[src/rtl/ssp_pkg.sv]
// ssp_pkg: types and constants shared by the sensor sentence parser
// no dependencies; imported by ssp_core, sensor_sentence_parser_unit and ssp_checker

package ssp_pkg;

    // frame buffer size; the body may use all but three bytes of it
    localparam int FRAME_BUF_LEN = 64;
    localparam logic [7:0] MAX_BODY_LEN = 8'(FRAME_BUF_LEN - 3);

    // characters that steer the parser
    localparam logic [7:0] CH_DOLLAR = 8'h24;
    localparam logic [7:0] CH_HASH   = 8'h23;
    localparam logic [7:0] CH_COMMA  = 8'h2C;
    localparam logic [7:0] CH_PLUS   = 8'h2B;
    localparam logic [7:0] CH_MINUS  = 8'h2D;
    localparam logic [7:0] CH_DOT    = 8'h2E;
    localparam logic [7:0] CH_ZERO   = 8'h30;
    localparam logic [7:0] CH_NINE   = 8'h39;
    localparam logic [7:0] CH_SPACE  = 8'h20;
    localparam logic [7:0] CH_TAB    = 8'h09;
    localparam logic [7:0] CH_CR     = 8'h0D;
    localparam logic [7:0] CH_NUL    = 8'h00;

    // tag matching progress
    localparam logic [2:0] TAG_MATCHED  = 3'd4;
    localparam logic [2:0] TAG_MISMATCH = 3'd7;

    // token indexes
    localparam logic [2:0] FLD_TAG   = 3'd0;
    localparam logic [2:0] FLD_TEMP  = 3'd1;
    localparam logic [2:0] FLD_HUM   = 3'd2;
    localparam logic [2:0] FLD_IN1   = 3'd3;
    localparam logic [2:0] FLD_IN4   = 3'd6;
    localparam logic [2:0] FLD_LAST  = 3'd7;

    // accumulator cap in tenths and output saturation
    localparam logic [16:0] ACC_CAP   = 17'h10000;
    localparam logic [15:0] TENTHS_MAX = 16'hFFFF;

    // number scanner phases
    typedef enum logic [6:0] {
        PH_START = 7'b0000001,
        PH_SIGN  = 7'b0000010,
        PH_INT   = 7'b0000100,
        PH_FRAC1 = 7'b0001000,
        PH_FRAC2 = 7'b0010000,
        PH_FRACX = 7'b0100000,
        PH_DONE  = 7'b1000000
    } t_phase;

    // one result of a closed frame
    typedef struct packed {
        logic        frame_ok;
        logic [15:0] temp_tenths;
        logic [15:0] hum_tenths;
        logic [3:0]  input_mask;
    } t_result;

    // expected tag character at a given match position
    function automatic logic [7:0] tag_char(input logic [1:0] pos);
        logic [7:0] ch;
        case (pos)
            2'd0:    ch = 8'h44;
            2'd1:    ch = 8'h41;
            2'd2:    ch = 8'h54;
            default: ch = 8'h41;
        endcase
        return ch;
    endfunction

endpackage

[src/rtl/sensor_sentence_parser_unit.sv]
// A '#' is held in the input register; its result then goes into the result register that drives the outputs.
// Throughput: one byte per cycle unless a stall holds it; input register, parser state, result register.
// A byte that closes a frame waits in the input register while an older result is untaken.
// Reset (i_rst_n low, synchronous) empties both registers and clears all parser state.
// sensor_sentence_parser_unit: top level, handshakes around ssp_core; depends on ssp_pkg

module sensor_sentence_parser_unit (
    input  logic        i_clk,
    input  logic        i_rst_n,
    input  logic        i_valid,
    output logic        o_ready,
    input  logic [7:0]  i_rx_byte,
    output logic        o_valid,
    input  logic        i_ready,
    output logic        o_frame_ok,
    output logic [15:0] o_temp_tenths,
    output logic [15:0] o_hum_tenths,
    output logic [3:0]  o_input_mask
);
    import ssp_pkg::*;

    logic       r_in_valid;
    logic [7:0] r_in_byte;
    logic       r_out_valid;
    t_result    r_out;

    logic       emit;
    logic       proc;
    t_result    res;

    // parser core
    ssp_core u_core (
        .i_clk    (i_clk),
        .i_rst_n  (i_rst_n),
        .i_en     (proc),
        .i_byte   (r_in_byte),
        .o_emit   (emit),
        .o_result (res)
    );

    // a byte moves on unless it makes a result with no room for it
    assign proc    = r_in_valid && (!emit || !r_out_valid || i_ready);
    assign o_ready = !r_in_valid || proc;

    // input register
    always_ff @(posedge i_clk) begin
        if (!i_rst_n) begin
            r_in_valid <= 1'b0;
        end else if (o_ready) begin
            r_in_valid <= i_valid;
        end
    end

    always_ff @(posedge i_clk) begin
        if (o_ready && i_valid) begin
            r_in_byte <= i_rx_byte;
        end
    end

    // result register
    always_ff @(posedge i_clk) begin
        if (!i_rst_n) begin
            r_out_valid <= 1'b0;
        end else if (proc && emit) begin
            r_out_valid <= 1'b1;
        end else if (i_ready) begin
            r_out_valid <= 1'b0;
        end
    end

    always_ff @(posedge i_clk) begin
        if (proc && emit) begin
            r_out <= res;
        end
    end

    assign o_valid       = r_out_valid;
    assign o_frame_ok    = r_out.frame_ok;
    assign o_temp_tenths = r_out.temp_tenths;
    assign o_hum_tenths  = r_out.hum_tenths;
    assign o_input_mask  = r_out.input_mask;

endmodule

[src/rtl/ssp_core.sv]
// ssp_core: parser state and per-byte update for the sensor sentence parser
// depends on ssp_pkg; one byte is applied per enabled cycle

module ssp_core (
    input  logic           i_clk,
    input  logic           i_rst_n,
    input  logic           i_en,
    input  logic [7:0]     i_byte,
    output logic           o_emit,
    output ssp_pkg::t_result o_result
);
    import ssp_pkg::*;

    logic        r_inside, n_inside;
    logic [7:0]  r_len, n_len;
    logic [2:0]  r_field, n_field;
    logic        r_within, n_within;
    logic [2:0]  r_tag, n_tag;
    t_phase      r_phase, n_phase;
    logic [16:0] r_acc, n_acc;
    logic        r_neg, n_neg;
    logic        r_round, n_round;
    logic        r_nz, n_nz;
    logic [15:0] r_temp, n_temp;
    logic [15:0] r_hum, n_hum;
    logic [3:0]  r_mask, n_mask;

    // character classes
    logic       is_dig, is_sp, is_plus, is_minus;
    logic [3:0] dig;

    // token state as seen by the byte (fresh when a token starts)
    t_phase      e_phase;
    logic [16:0] e_acc;
    logic        e_neg, e_round, e_nz;
    logic [2:0]  e_tag;

    // token state after feeding the byte
    t_phase      f_phase;
    logic [16:0] f_acc;
    logic        f_neg, f_round, f_nz;
    logic [2:0]  f_tag;
    logic [20:0] acc_x10;
    logic [16:0] acc_add;

    // commit of the open token
    logic [17:0] dec_sum;
    logic [15:0] dec_val;
    logic [15:0] c_temp, c_hum;
    logic [3:0]  c_mask;
    logic [2:0]  c_field;
    logic [2:0]  in_idx;

    // frame close
    logic [2:0]  end_field;
    logic [15:0] end_temp, end_hum;
    logic [3:0]  end_mask;
    logic        frame_good;

    // classify the byte
    always_comb begin
        is_dig   = (i_byte >= CH_ZERO) && (i_byte <= CH_NINE);
        is_sp    = (i_byte == CH_SPACE) || ((i_byte >= CH_TAB) && (i_byte <= CH_CR));
        is_plus  = (i_byte == CH_PLUS);
        is_minus = (i_byte == CH_MINUS);
        dig      = i_byte[3:0];
    end

    // token scanner: tag match, decimal or integer
    always_comb begin
        e_phase = r_within ? r_phase : PH_START;
        e_acc   = r_within ? r_acc : '0;
        e_neg   = r_within ? r_neg : 1'b0;
        e_round = r_within ? r_round : 1'b0;
        e_nz    = r_within ? r_nz : 1'b0;
        e_tag   = (!r_within && (r_field == FLD_TAG)) ? 3'd0 : r_tag;

        f_phase = e_phase;
        f_acc   = e_acc;
        f_neg   = e_neg;
        f_round = e_round;
        f_nz    = e_nz;
        f_tag   = e_tag;

        // times ten plus digit times ten, by shifts and adds
        acc_x10 = {1'b0, e_acc, 3'b000} + {3'b000, e_acc, 1'b0}
                + {14'd0, dig, 3'b000} + {16'd0, dig, 1'b0};
        acc_add = e_acc + {13'd0, dig};

        if (r_field == FLD_TAG) begin
            // match the tag text
            if ((e_tag < TAG_MATCHED) && (i_byte == tag_char(e_tag[1:0]))) begin
                f_tag = e_tag + 3'd1;
            end else begin
                f_tag = TAG_MISMATCH;
            end
        end else if (r_field <= FLD_HUM) begin
            // signed decimal in tenths
            case (e_phase)
                PH_START, PH_SIGN, PH_INT: begin
                    if ((e_phase == PH_START) && is_sp) begin
                        f_phase = PH_START;
                    end else if ((e_phase == PH_START) && (is_plus || is_minus)) begin
                        f_phase = PH_SIGN;
                        f_neg   = e_neg | is_minus;
                    end else if (is_dig) begin
                        f_acc   = (acc_x10 > {4'd0, ACC_CAP}) ? ACC_CAP : acc_x10[16:0];
                        f_phase = PH_INT;
                    end else if (i_byte == CH_DOT) begin
                        f_phase = PH_FRAC1;
                    end else begin
                        f_phase = PH_DONE;
                    end
                end
                PH_FRAC1: begin
                    if (is_dig) begin
                        f_acc   = acc_add;
                        f_phase = PH_FRAC2;
                    end else begin
                        f_phase = PH_DONE;
                    end
                end
                PH_FRAC2: begin
                    if (is_dig) begin
                        f_round = (dig >= 4'd5);
                        f_phase = PH_FRACX;
                    end else begin
                        f_phase = PH_DONE;
                    end
                end
                PH_FRACX: begin
                    if (!is_dig) begin
                        f_phase = PH_DONE;
                    end
                end
                default: begin
                    f_phase = e_phase;
                end
            endcase
        end else if (r_field <= FLD_IN4) begin
            // integer: only whether a nonzero digit shows up
            case (e_phase)
                PH_START, PH_SIGN, PH_INT: begin
                    if ((e_phase == PH_START) && is_sp) begin
                        f_phase = PH_START;
                    end else if ((e_phase == PH_START) && (is_plus || is_minus)) begin
                        f_phase = PH_SIGN;
                    end else if (is_dig) begin
                        f_nz    = e_nz | (i_byte != CH_ZERO);
                        f_phase = PH_INT;
                    end else begin
                        f_phase = PH_DONE;
                    end
                end
                default: begin
                    f_phase = e_phase;
                end
            endcase
        end
    end

    // token commit
    always_comb begin
        dec_sum = {1'b0, r_acc} + {17'd0, r_round};
        if (r_neg) begin
            dec_val = '0;
        end else if (dec_sum > {2'b00, TENTHS_MAX}) begin
            dec_val = TENTHS_MAX;
        end else begin
            dec_val = dec_sum[15:0];
        end

        in_idx = r_field - FLD_IN1;
        c_temp = (r_field == FLD_TEMP) ? dec_val : r_temp;
        c_hum  = (r_field == FLD_HUM) ? dec_val : r_hum;
        c_mask = r_mask;
        if ((r_field >= FLD_IN1) && (r_field <= FLD_IN4) && r_nz) begin
            c_mask[in_idx[1:0]] = 1'b1;
        end
        c_field = (r_field < FLD_LAST) ? (r_field + 3'd1) : r_field;
    end

    // frame close result
    always_comb begin
        end_field  = r_within ? c_field : r_field;
        end_temp   = r_within ? c_temp : r_temp;
        end_hum    = r_within ? c_hum : r_hum;
        end_mask   = r_within ? c_mask : r_mask;
        frame_good = (r_len != 8'd0) && (r_len <= MAX_BODY_LEN)
                   && (r_tag == TAG_MATCHED) && (end_field >= FLD_IN1);

        o_emit               = r_inside && (i_byte == CH_HASH);
        o_result.frame_ok    = frame_good;
        o_result.temp_tenths = frame_good ? end_temp : '0;
        o_result.hum_tenths  = frame_good ? end_hum : '0;
        o_result.input_mask  = frame_good ? end_mask : '0;
    end

    // next state per byte
    always_comb begin
        n_inside = r_inside;
        n_len    = r_len;
        n_field  = r_field;
        n_within = r_within;
        n_tag    = r_tag;
        n_phase  = r_phase;
        n_acc    = r_acc;
        n_neg    = r_neg;
        n_round  = r_round;
        n_nz     = r_nz;
        n_temp   = r_temp;
        n_hum    = r_hum;
        n_mask   = r_mask;

        if (i_byte == CH_DOLLAR) begin
            // open or restart a frame
            n_inside = 1'b1;
            n_len    = '0;
            n_field  = FLD_TAG;
            n_within = 1'b0;
            n_tag    = '0;
            n_phase  = PH_START;
            n_acc    = '0;
            n_neg    = 1'b0;
            n_round  = 1'b0;
            n_nz     = 1'b0;
            n_temp   = '0;
            n_hum    = '0;
            n_mask   = '0;
        end else if (r_inside) begin
            if (i_byte == CH_HASH) begin
                // close the frame
                n_inside = 1'b0;
                n_within = 1'b0;
                n_field  = end_field;
                n_temp   = end_temp;
                n_hum    = end_hum;
                n_mask   = end_mask;
            end else begin
                // body byte count, a zero byte spoils the frame
                if (i_byte == CH_NUL) begin
                    n_len = 8'hFF;
                end else if (r_len != 8'hFF) begin
                    n_len = r_len + 8'd1;
                end

                if (i_byte == CH_COMMA) begin
                    if (r_within) begin
                        n_within = 1'b0;
                        n_field  = c_field;
                        n_temp   = c_temp;
                        n_hum    = c_hum;
                        n_mask   = c_mask;
                    end
                end else begin
                    n_within = 1'b1;
                    n_tag    = f_tag;
                    n_phase  = f_phase;
                    n_acc    = f_acc;
                    n_neg    = f_neg;
                    n_round  = f_round;
                    n_nz     = f_nz;
                end
            end
        end
    end

    // parser state registers
    always_ff @(posedge i_clk) begin
        if (!i_rst_n) begin
            r_inside <= 1'b0;
            r_len    <= '0;
            r_field  <= FLD_TAG;
            r_within <= 1'b0;
            r_tag    <= '0;
            r_phase  <= PH_START;
            r_acc    <= '0;
            r_neg    <= 1'b0;
            r_round  <= 1'b0;
            r_nz     <= 1'b0;
            r_temp   <= '0;
            r_hum    <= '0;
            r_mask   <= '0;
        end else if (i_en) begin
            r_inside <= n_inside;
            r_len    <= n_len;
            r_field  <= n_field;
            r_within <= n_within;
            r_tag    <= n_tag;
            r_phase  <= n_phase;
            r_acc    <= n_acc;
            r_neg    <= n_neg;
            r_round  <= n_round;
            r_nz     <= n_nz;
            r_temp   <= n_temp;
            r_hum    <= n_hum;
            r_mask   <= n_mask;
        end
    end

endmodule

[config.mk]
export PLATFORM = sky130hd
export DESIGN_NAME = sensor_sentence_parser_unit
export DESIGN_NICKNAME = d
export VERILOG_FILES = /design/src/rtl/ssp_pkg.sv /design/src/rtl/sensor_sentence_parser_unit.sv /design/src/rtl/ssp_core.sv
export SDC_FILE = /design/constraint.sdc
export NUM_CORES = 1
export LEC_CHECK = 0
export BUFFER_PORTS_ARGS = -buffer_cell sky130_fd_sc_hd__clkbuf_2
export CORE_ASPECT_RATIO = 1.2
export CORE_MARGIN = 2
export CORE_UTILIZATION = 50
export CTS_CLUSTER_SIZE = 16
export DETAILED_ROUTE_END_ITERATION = 10
export GPL_TIMING_DRIVEN = 0
export PLACE_DENSITY = 0.7
export SYNTH_ARGS = -nofsm -noshare
export SYNTH_HDL_FRONTEND = slang
export SYNTH_SLANG_ARGS = --single-unit
[constraint.sdc]
create_clock -name i_clk -period 5.3 [get_ports i_clk]
set_input_delay 0 -clock i_clk [delete_from_list [all_inputs] [get_ports i_clk]]
set_output_delay 0 -clock i_clk [all_outputs]
set_load 0.05 [all_outputs]
Word level (Yosys, flattened, before mapping)
Cells that the tools add are included.

Equality and inequality tests: 22. Multiplexer cells: 115. Bitwise gates (word level): 3. Add/subtract/negate cells: 9. Magnitude comparators: 16. Reduce and logical (&&, ||, !) cells: 38.

Operators with widths (number): 16-bit two-way mux (14); 17-bit two-way mux (12); 7-bit two-way mux (19); 8-bit by 6-bit == test with 1-bit output (second input constant) (7); 8-bit two-way mux (6); 1-bit two-way mux (41); 3-bit two-way mux (13); 17-bit case mux with 2 select lines (1); 7-bit case mux with 4 select lines (1); 4-bit two-way mux (6); 20-bit by 18-bit adder with 21-bit output (1); 21-bit by 5-bit adder with 21-bit output (1); 21-bit by 7-bit adder with 21-bit output (1); 21-bit by 17-bit greater-than comparator with 1-bit output (second input constant) (1); 17-bit by 1-bit adder with 18-bit output (1); 18-bit by 16-bit greater-than comparator with 1-bit output (second input constant) (1); 17-bit by 4-bit adder with 17-bit output (1); 8-bit by 6-bit <= comparator with 1-bit output (second input constant) (2); 1-bit logical AND (16); 5-bit case mux with 2 select lines (1); 8-bit by 1-bit adder with 8-bit output (second input constant) (1); 8-bit == test (1); 8-bit by 4-bit greater-or-equal comparator with 1-bit output (second input constant) (1); 8-bit by 6-bit greater-or-equal comparator with 1-bit output (second input constant) (1); other kinds (39) (53).

Register bits: 126. Output and inout port bits: 39. Word-level logic and storage cells: 223.

Logic depth before layout (Yosys ltp)
Gate-level depths: netlist (run 1).

Word-level depth: 16. Gate-level depth with buffers: 19. Gate-level depth less buffers: 15.

Hierarchy
Synthesis (run 1) repeated with hierarchy kept, for this count alone.

Cells, all modules: 1019. Area, all modules: 8618.3 µm².

By module, submodules not included: ssp_core (area each 7149.4 µm², times used 1, cells an instance 962, seq. area each 1581.5 µm²); sensor_sentence_parser_unit (area each 1468.9 µm², times used 1, cells an instance 57, seq. area each 1391.3 µm²).

Worst setup path before layout (run 1)
Ideal clock, no wire load.

Path type: reg2reg. Start point: register u_core.r_within. End point: register u_core.r_acc[3]. Arrival: 5145 ps. Stages on the path, launching flop included: 19. Path slack: 80 ps. Period minus slack after synthesis: 5220 ps. Setup time: 75 ps. Data required time: 5225 ps. Cell sequence: dfxtp_1 -> buf_2 -> clkbuf_1 -> clkbuf_1 -> clkbuf_1 -> and2_1 -> fa_1 -> fa_1 -> ha_1 -> inv_1 -> fa_1 -> and2b_1 -> o2111ai_2 -> a2111o_1 -> nand3b_2 -> o211ai_2 -> or4b_4 -> or3_1 -> o22ai_1.

Longest elaborated chain between the ends: 16. Elaborated cells between the ends (all ways): 26. Classes of those cells: 4 x add/sub; 1 x order compare; 4 x eq/ne; 14 x mux; 3 x reduce/logical.

RTL lines: start: declaration (RTL line ssp_core.sv:17) `logic r_within, n_within;`; start signal: assignment (RTL line ssp_core.sv:288) `r_within <= n_within;`; 17-bit two-way mux (RTL line ssp_core.sv:72) `e_acc = r_within ? r_acc : '0;`; 20-bit by 18-bit adder with 21-bit output (RTL line ssp_core.sv:86) `acc_x10 = {1'b0, e_acc, 3'b000} + {3'b000, e_acc, 1'b0}`; 21-bit by 7-bit adder with 21-bit output (RTL line ssp_core.sv:87) `+ {14'd0, dig, 3'b000} + {16'd0, dig, 1'b0};`; 21-bit by 5-bit adder with 21-bit output (RTL line ssp_core.sv:87); 21-bit by 17-bit greater-than comparator with 1-bit output (RTL line ssp_core.sv:107) `f_acc = (acc_x10 > {4'd0, ACC_CAP}) ? ACC_CAP : acc_x10[16:0];`; 17-bit two-way mux (RTL line ssp_core.sv:107); 17-bit two-way mux (RTL line ssp_core.sv:106) `end else if (is_dig) begin`; 17-bit two-way mux (RTL line ssp_core.sv:103) `end else if ((e_phase == PH_START) && (is_plus || is_minus)) begin`; 17-bit two-way mux (RTL line ssp_core.sv:101) `if ((e_phase == PH_START) && is_sp) begin`; 17-bit case mux with 2 select lines (RTL line ssp_core.sv:99) `case (e_phase)`; 17-bit two-way mux (RTL line ssp_core.sv:97) `end else if (r_field <= FLD_HUM) begin`; 17-bit two-way mux * (RTL line ssp_core.sv:90) `if (r_field == FLD_TAG) begin`; 17-bit two-way mux * (RTL line ssp_core.sv:247) `if (i_byte == CH_COMMA) begin`; 17-bit two-way mux * (RTL line ssp_core.sv:231) `if (i_byte == CH_HASH) begin`; 17-bit two-way mux * (RTL line ssp_core.sv:230) `end else if (r_inside) begin`; 17-bit two-way mux * (RTL line ssp_core.sv:215) `if (i_byte == CH_DOLLAR) begin`; end signal: assignment (RTL line ssp_core.sv:291) `r_acc <= n_acc;`; end: declaration (RTL line ssp_core.sv:20) `logic [16:0] r_acc, n_acc;`.

Mark *: on every way between the ends. The rest lies on a longest branch, timed or not. The select of a mux whose other input is x is not followed. A chain may end at the register's enable or synchronous reset.

Final worst setup path (run 1)
Start point: register u_core.r_within. End point: register u_core.r_acc[11].

Same word-level chain as after synthesis.

==> flow_summary.json, run 1 <==
{
  "startpoint": "u_core.r_within",
  "wl_per_cell_um": 18.1,
  "setup_ws_ps": 254,
  "cts_made_buffers": 17,
  "syn_avg_cell_area_um2": 8.76,
  "p_leak_uw": 0.00395,
  "dp_hpwl_mm": 17.6,
  "fp.dieW_um": 124,
  "antenna_cells": 0,
  "avgViaCountPerCell": 6.17,
  "vias": 8010,
  "area_growth_pct": 14.7,
  "crit_path_frequent_cell": "fa_1",
  "cts.path.max_buffers": 2,
  "wl_mm": 23.4,
  "holdWs_ps": 70.7,
  "cp_top_family": "adder cells",
  "slowest_stage": "or4b_4",
  "fin_crit_ps": 5050,
  "fp-row-count": 52,
  "worst_slew_pin_slew_ps": 1090,
  "fp.dieH_um": 148,
  "core_mm2": 0.0169,
  "ir_drop_mv": 0.197,
  "pre_cts_ws_ps": -1680,
  "hold_viol": 0,
  "rsz0062_at_grt": "no",
  "grt_max_degree": 38,
  "synth_area_leaders": "dfxtp_1 19%, edfxtp_1 16%, ha_1 8.9%",
  "final_common_cell": "nand2_1",
  "max_stage_delay_ps": 600,
  "crit_arrival_ps": 5370,
  "yosysTopAreaCell": "dfxtp_1",
  "hp-start": "i_rst_n",
  "synthCells": 991,
  "ios": 51,
  "synth.distinct_cells": 79,
  "start_util_pct": 51.3,
  "synth-seq-cells": 126,
  "max-cap-violations": 0,
  "required_ps": 5620,
  "min_path_type": "in2reg",
  "cts_tree": "done",
  "io_buffers": 50,
  "drt_pass1_iterations": 5,
  "root_buffer": "clkbuf_16",
  "slew_viol_final": 0,
  "finalSetupTns_ps": 0,
  "synth_fp_nets": 1073,
  "critPathBufInv": 4,
  "drc": 0,
  "final_cell_mix": "82 x nand2_1, 80 x dfxtp_1, 69 x nor2_1, 69 x a21oi_1, 66 x o21ai_0",
  "crit_type": "reg2reg",
  "max_slew_margin_pct": 26.8,
  "path_cells": "buf_8 > clkbuf_8 > and2_4 > fa_1 > fa_1 > ha_1 > inv_1 > fa_1 > and2b_1 > o2111ai_2 > a2111o_1 > nand3b_2 > o211ai_2 > or4b_4 > buf_6 > o41ai_2",
  "drt.antenna.violating_nets": 0,
  "grt_pass1_wl_mm": 38.5,
  "track_usage_pct": 25.6,
  "async_flop_share_pct": 0,
  "power_density_mw_per_mm2": 228,
  "endpoint_kind": "register",
  "p_total_uw": 2270,
  "cts.clk_slew.worst_paths_ps": 70,
  "final_util_pct": 58.9,
  "synth_top_area_share_pct": 18.7,
  "critPathMaxFanout": 19,
  "worst_setup_path_start_kind": "register",
  "yosys_warnings": 0,
  "status": "complete, no violations",
  "cts_sinks": 126,
  "grt_pass1_vias": 7565,
  "fp.dieArea_mm2": 0.0184,
  "nNetsFinal": 1151,
  "ys.flop_type": "dfxtp_1",
  "yosysSeqAreaShare_pct": 34.3,
  "grt_overflow": 0,
  "place_congestion": 0.940,
  "syn-cell-area_mm2": 0.00868,
  "finClkSkew_ps": 13.9,
  "fmax_ghz": 0.198,
  "first_iter_violations": 959,
  "cts_setup_buffers": 0,
  "timing.final.crit_share_pct": 95.2,
  "clk_latency_ps": 430,
  "timing.rr.start": "u_core.r_within",
  "synth-edff-count": 45,
  "antenna_found_initial": 0,
  "drive_gt1_share_pct": 12.4,
  "htree_levels": 4,
  "finalSetupViolCount": 0
}
## tightest hold or removal path, stage by stage
cell and delay, ps:
clkbuf_2 140, nand2_2 220, o41ai_1 100
## synthesized netlist by cell type, drive strengths merged, types with 14 or more instances
library cell / count
o21ai: 70
o31ai: 14
dfxtp: 81
nor3: 20
a21oi: 69
nor2b: 14
nor2: 71
ha: 62
o211ai: 14
xnor2: 14
a21o: 21
inv: 39
xor2: 16
a22o: 35
nand2: 83
clkbuf: 43
and2: 40
nand3: 29
a31oi: 17
edfxtp: 45
## final timing paths
path                                           to  slack, ps  cells past startpoint
worst max-delay path             u_core.r_acc[11]        250                     16
worst min-delay path            u_core.r_phase[3]         70                      3
worst max register to register   u_core.r_acc[11]        250                     16
worst min register to register        u_core.r_nz        460                      2
## state kept, by name (all words and copies together) (netlist names)
name and cells:
u_core.r_acc 17, o_hum_tenths 16, o_temp_tenths 16, u_core.r_hum 16, u_core.r_temp 16, r_in_byte 8, u_core.r_len 8, u_core.r_phase 7
o_input_mask 4, u_core.r_mask 4, u_core.r_field 3, u_core.r_tag 3, o_frame_ok 1, o_valid 1, r_in_valid 1, u_core.r_inside 1
u_core.r_neg 1, u_core.r_nz 1, u_core.r_round 1, u_core.r_within 1
## per-stage QoR
step           cell area (um^2)  instances
6_report                   9960       1298
5_1_grt                    9960       1298
4_1_cts                    9950       1299
3_5_place_dp               9230       1258
3_3_place_gp               9200       1257
2_1_floorplan              8680        991
## metal layers
layer,part of all wire [%],wire [um],track usage (%),up-vias
met5,0,0,0,-
met4,2.5,581,9.55,0
met3,6.4,1490,4.60,48
met2,47,11100,43.7,322
met1,44,10300,32.4,3771
li1,-,-,-,3869
## power breakdown
part	internal [uW]	switching [uW]	total (uW)
Combinational	37.0	61.7	98.7
Sequential	1000	9.02	1010
Clock	693	470	1160
Total	1730	541	2270
## final cells by class
| class | count | area (um^2) |
|---|---|---|
| Buffer | 52 | 235 |
| Tap cell | 216 | 270 |
| Sequential cell | 126 | 2980 |
| Multi-Input combinational cell | 772 | 5370 |
| Timing Repair Buffer | 61 | 370 |
| Inverter | 39 | 146 |
| Clock buffer | 19 | 464 |
| Clock inverter | 13 | 125 |
| Fill cell | 1573 | 6960 |
## what timing repair did
action,CTS,global route
resized for setup,12,3
endpoints found under the setup margin,16,14
hold endpoints to repair,10,0
cloned,0,0
hold buffers,10,0
pin swaps,1,1
## cell families (layout without fill, tap and decap cells)
kind of cell               after synthesis  in the layout  synth area share, %
AOI/OAI and AO/OA                      319            319                 25.4
xor gates and xnor gates                30             30                 3.03
adders and majority gates               70             70                 10.8
buffers and inverters                   93            184                 4.25
DFF                                    126            126                 34.3
muxes                                   18             18                 2.21
and+or+nand+nor                        335            335                 20.0
No activity file was read; power rests on OpenSTA's default activity.
==> inputs of run 2 (changes only) <==
ABC_AREA = 1   (was unset)
==> flow_summary.json, run 2 <==
{
  "status": "complete, no violations",
  "syn_avg_cell_area_um2": 7.08,
  "syn-cell-area_mm2": 0.00965,
  "synth_top_area_share_pct": 16.8,
  "synth.distinct_cells": 55,
  "synth-edff-count": 45,
  "finalSetupViolCount": 0,
  "finClkSkew_ps": 15.7,
  "antenna_cells": 0,
  "synth_common_cells": "362 x nand2_1, 155 x inv_1, 112 x nor2_1",
  "cts.path.max_buffers": 2,
  "min_path_type": "in2reg",
  "fin_crit_ps": 4780,
  "endpoint_kind": "register",
  "cp_top_family": "adder cells",
  "place_congestion": 0.967,
  "vias": 9006,
  "slew_viol_final": 0,
  "yosysTopAreaCell": "dfxtp_1",
  "cts_sinks": 126,
  "cts_made_buffers": 17,
  "core_mm2": 0.0189,
  "largest-register": "u_core.r_acc",
  "ys.flop_type": "dfxtp_1",
  "ir_drop_mv": 0.211,
  "drt_pass1_iterations": 5,
  "avgViaCountPerCell": 5.26,
  "synth-seq-cells": 126,
  "io_buffers": 49,
  "slowest_stage": "fa_1",
  "critPathBufInv": 6,
  "final_cell_mix": "362 x nand2_1, 154 x inv_1, 112 x nor2_1",
  "required_ps": 5660,
  "final_util_pct": 57.6,
  "grt_max_degree": 39,
  "final_common_cell": "nand2_1",
  "yosysSeqAreaShare_pct": 30.8,
  "root_buffer": "clkbuf_16",
  "cts.clk_slew.worst_paths_ps": 60,
  "start_util_pct": 51.0,
  "placed_area_mm2": 0.0102,
  "fp.dieW_um": 131,
  "fp.dieArea_mm2": 0.0204,
  "largest_register_ffs": 17,
  "max_slew_margin_pct": 50.1,
  "worst_setup_path_start_kind": "register",
  "max-cap-violations": 0,
  "antenna_found_initial": 0,
  "async_flop_share_pct": 0,
  "wl_per_cell_um": 14.2,
  "drive_gt1_share_pct": 16.3,
  "cts_setup_buffers": 0,
  "synth_most_common_cell": "nand2_1",
  "stdcell_area_mm2": 0.0109,
  "track_usage_pct": 24.9,
  "synth_area_leaders": "dfxtp_1 17%, nand2_1 14%, edfxtp_1 14%",
  "yosys_warnings": 0,
  "first_iter_violations": 620,
  "grt_pass1_wl_mm": 40.8,
  "hold_viol": 0,
  "synth_fp_nets": 1446,
  "finalSetupTns_ps": 0,
  "crit_type": "reg2reg",
  "synthCells": 1364,
  "startpoint": "u_core.r_within",
  "timing.rr.start": "u_core.r_within",
  "clk_latency_ps": 420,
  "grt_pass1_vias": 8509,
  "grt_overflow": 0,
  "fp-row-count": 55,
  "drc": 0,
  "critPathMaxFanout": 19,
  "max_stage_delay_ps": 500,
  "fp.dieH_um": 156,
  "holdWs_ps": 282,
  "htree_levels": 4,
  "rsz0062_at_grt": "no",
  "crit_arrival_ps": 5140,
  "wl_mm": 24.4,
  "p_leak_uw": 0.00462,
  "crit_path_frequent_cell": "nand2_1",
  "timing.final.crit_share_pct": 90.2,
  "dp_hpwl_mm": 19.0,
  "power_density_mw_per_mm2": 208,
  "area_growth_pct": 13.0,
  "drt.antenna.violating_nets": 0,
  "cts_tree": "done",
  "ios": 51,
  "worst_slew_pin_slew_ps": 747,
  "fmax_ghz": 0.209,
  "hp-start": "i_rx_byte[2]",
  "nNetsFinal": 1525
}
run 2: cell count changes after synthesis, moves of 16 or more:
cell | previous run | this run
a22o_1 | 35 | 0
a21o_1 | 21 | 1
o21ai_2 | 1 | 23
inv_1 | 39 | 155
a21oi_2 | 0 | 16
nand3_1 | 29 | 67
o21ai_0 | 66 | 95
a21oi_1 | 69 | 101
nor2_1 | 70 | 112
clkbuf_1 | 43 | 17
inv_2 | 0 | 24
and2_1 | 39 | 1
nand2_1 | 82 | 362
run 2: final cells by class:
cell class | instances | area, um^2
Sequential cell | 126 | 2970
Timing Repair Buffer | 61 | 365
Inverter | 180 | 676
Clock buffer | 19 | 433
Buffer | 44 | 290
Clock inverter | 13 | 139
Fill cell | 1790 | 8020
Multi-Input combinational cell | 1013 | 5710
Tap cell | 256 | 320
run 2: worst reg2reg max path, delay by kind of cell (launching register included):
family                   cells  cell delay (ps)
AO/OA/AOI/OAI                1              110
flip-flops                   1              440
buffers and inverters        6             1040
AND/OR/NAND/NOR             18             1450
adder cells (fa/ha/maj)      4             1680
run 2: per-layer routing:
layer / wire length [um] / GRT usage (%) / share of wire (%) / vias up
met1: 10700 / 30.8 / 44 / 4068
met2: 12100 / 43.6 / 50 / 264
met5: 0 / 0 / 0 / -
met4: 484 / 8.11 / 2.0 / 0
met3: 1050 / 4.08 / 4.3 / 36
li1: - / - / - / 4638
run 2: timing repair:
item                                   4_1_cts  5_1_grt
endpoints found under the hold margin       11        0
setup endpoints to repair                    0       16
resized for setup                            0        0
hold buffers                                12        0
run 2: cells by family (layout without fill, tap and decap cells):
logic type / after synthesis / in the layout / share of synthesized area, %
flops: 126 / 126 / 30.8
mux: 2 / 2 / 0.207
xor+xnor: 18 / 18 / 1.71
simple gates: 644 / 644 / 30.2
compound gates: 279 / 279 / 17.4
fa+ha+maj: 70 / 70 / 9.70
buf+inv: 225 / 317 / 10.0
run 2: worst paths after layout:
path | end | slack, ps | cells after the start
worst min register to register | u_core.r_temp[4] | 460 | 2
worst max-delay path | u_core.r_acc[6] | 520 | 29
worst max register to register | u_core.r_acc[6] | 520 | 29
worst min-delay path | r_in_byte[2] | 280 | 2
run 2: per-stage QoR:
stage                     total power (uW)  setup slack [ps]  instances
after floorplan                       1110              1100       1364
after global placement                1140               145       1669
after detailed placement              1140               114       1669
after CTS                             2280              67.7       1713
after global routing                  2330               181       1712
final                                 2270               518       1712
run 2: where the power goes:
part / switching, uW / total [uW] / internal, uW
Sequential: 9.60 / 1010 / 1000
Clock: 450 / 1140 / 694
Combinational: 73.0 / 116 / 43.4
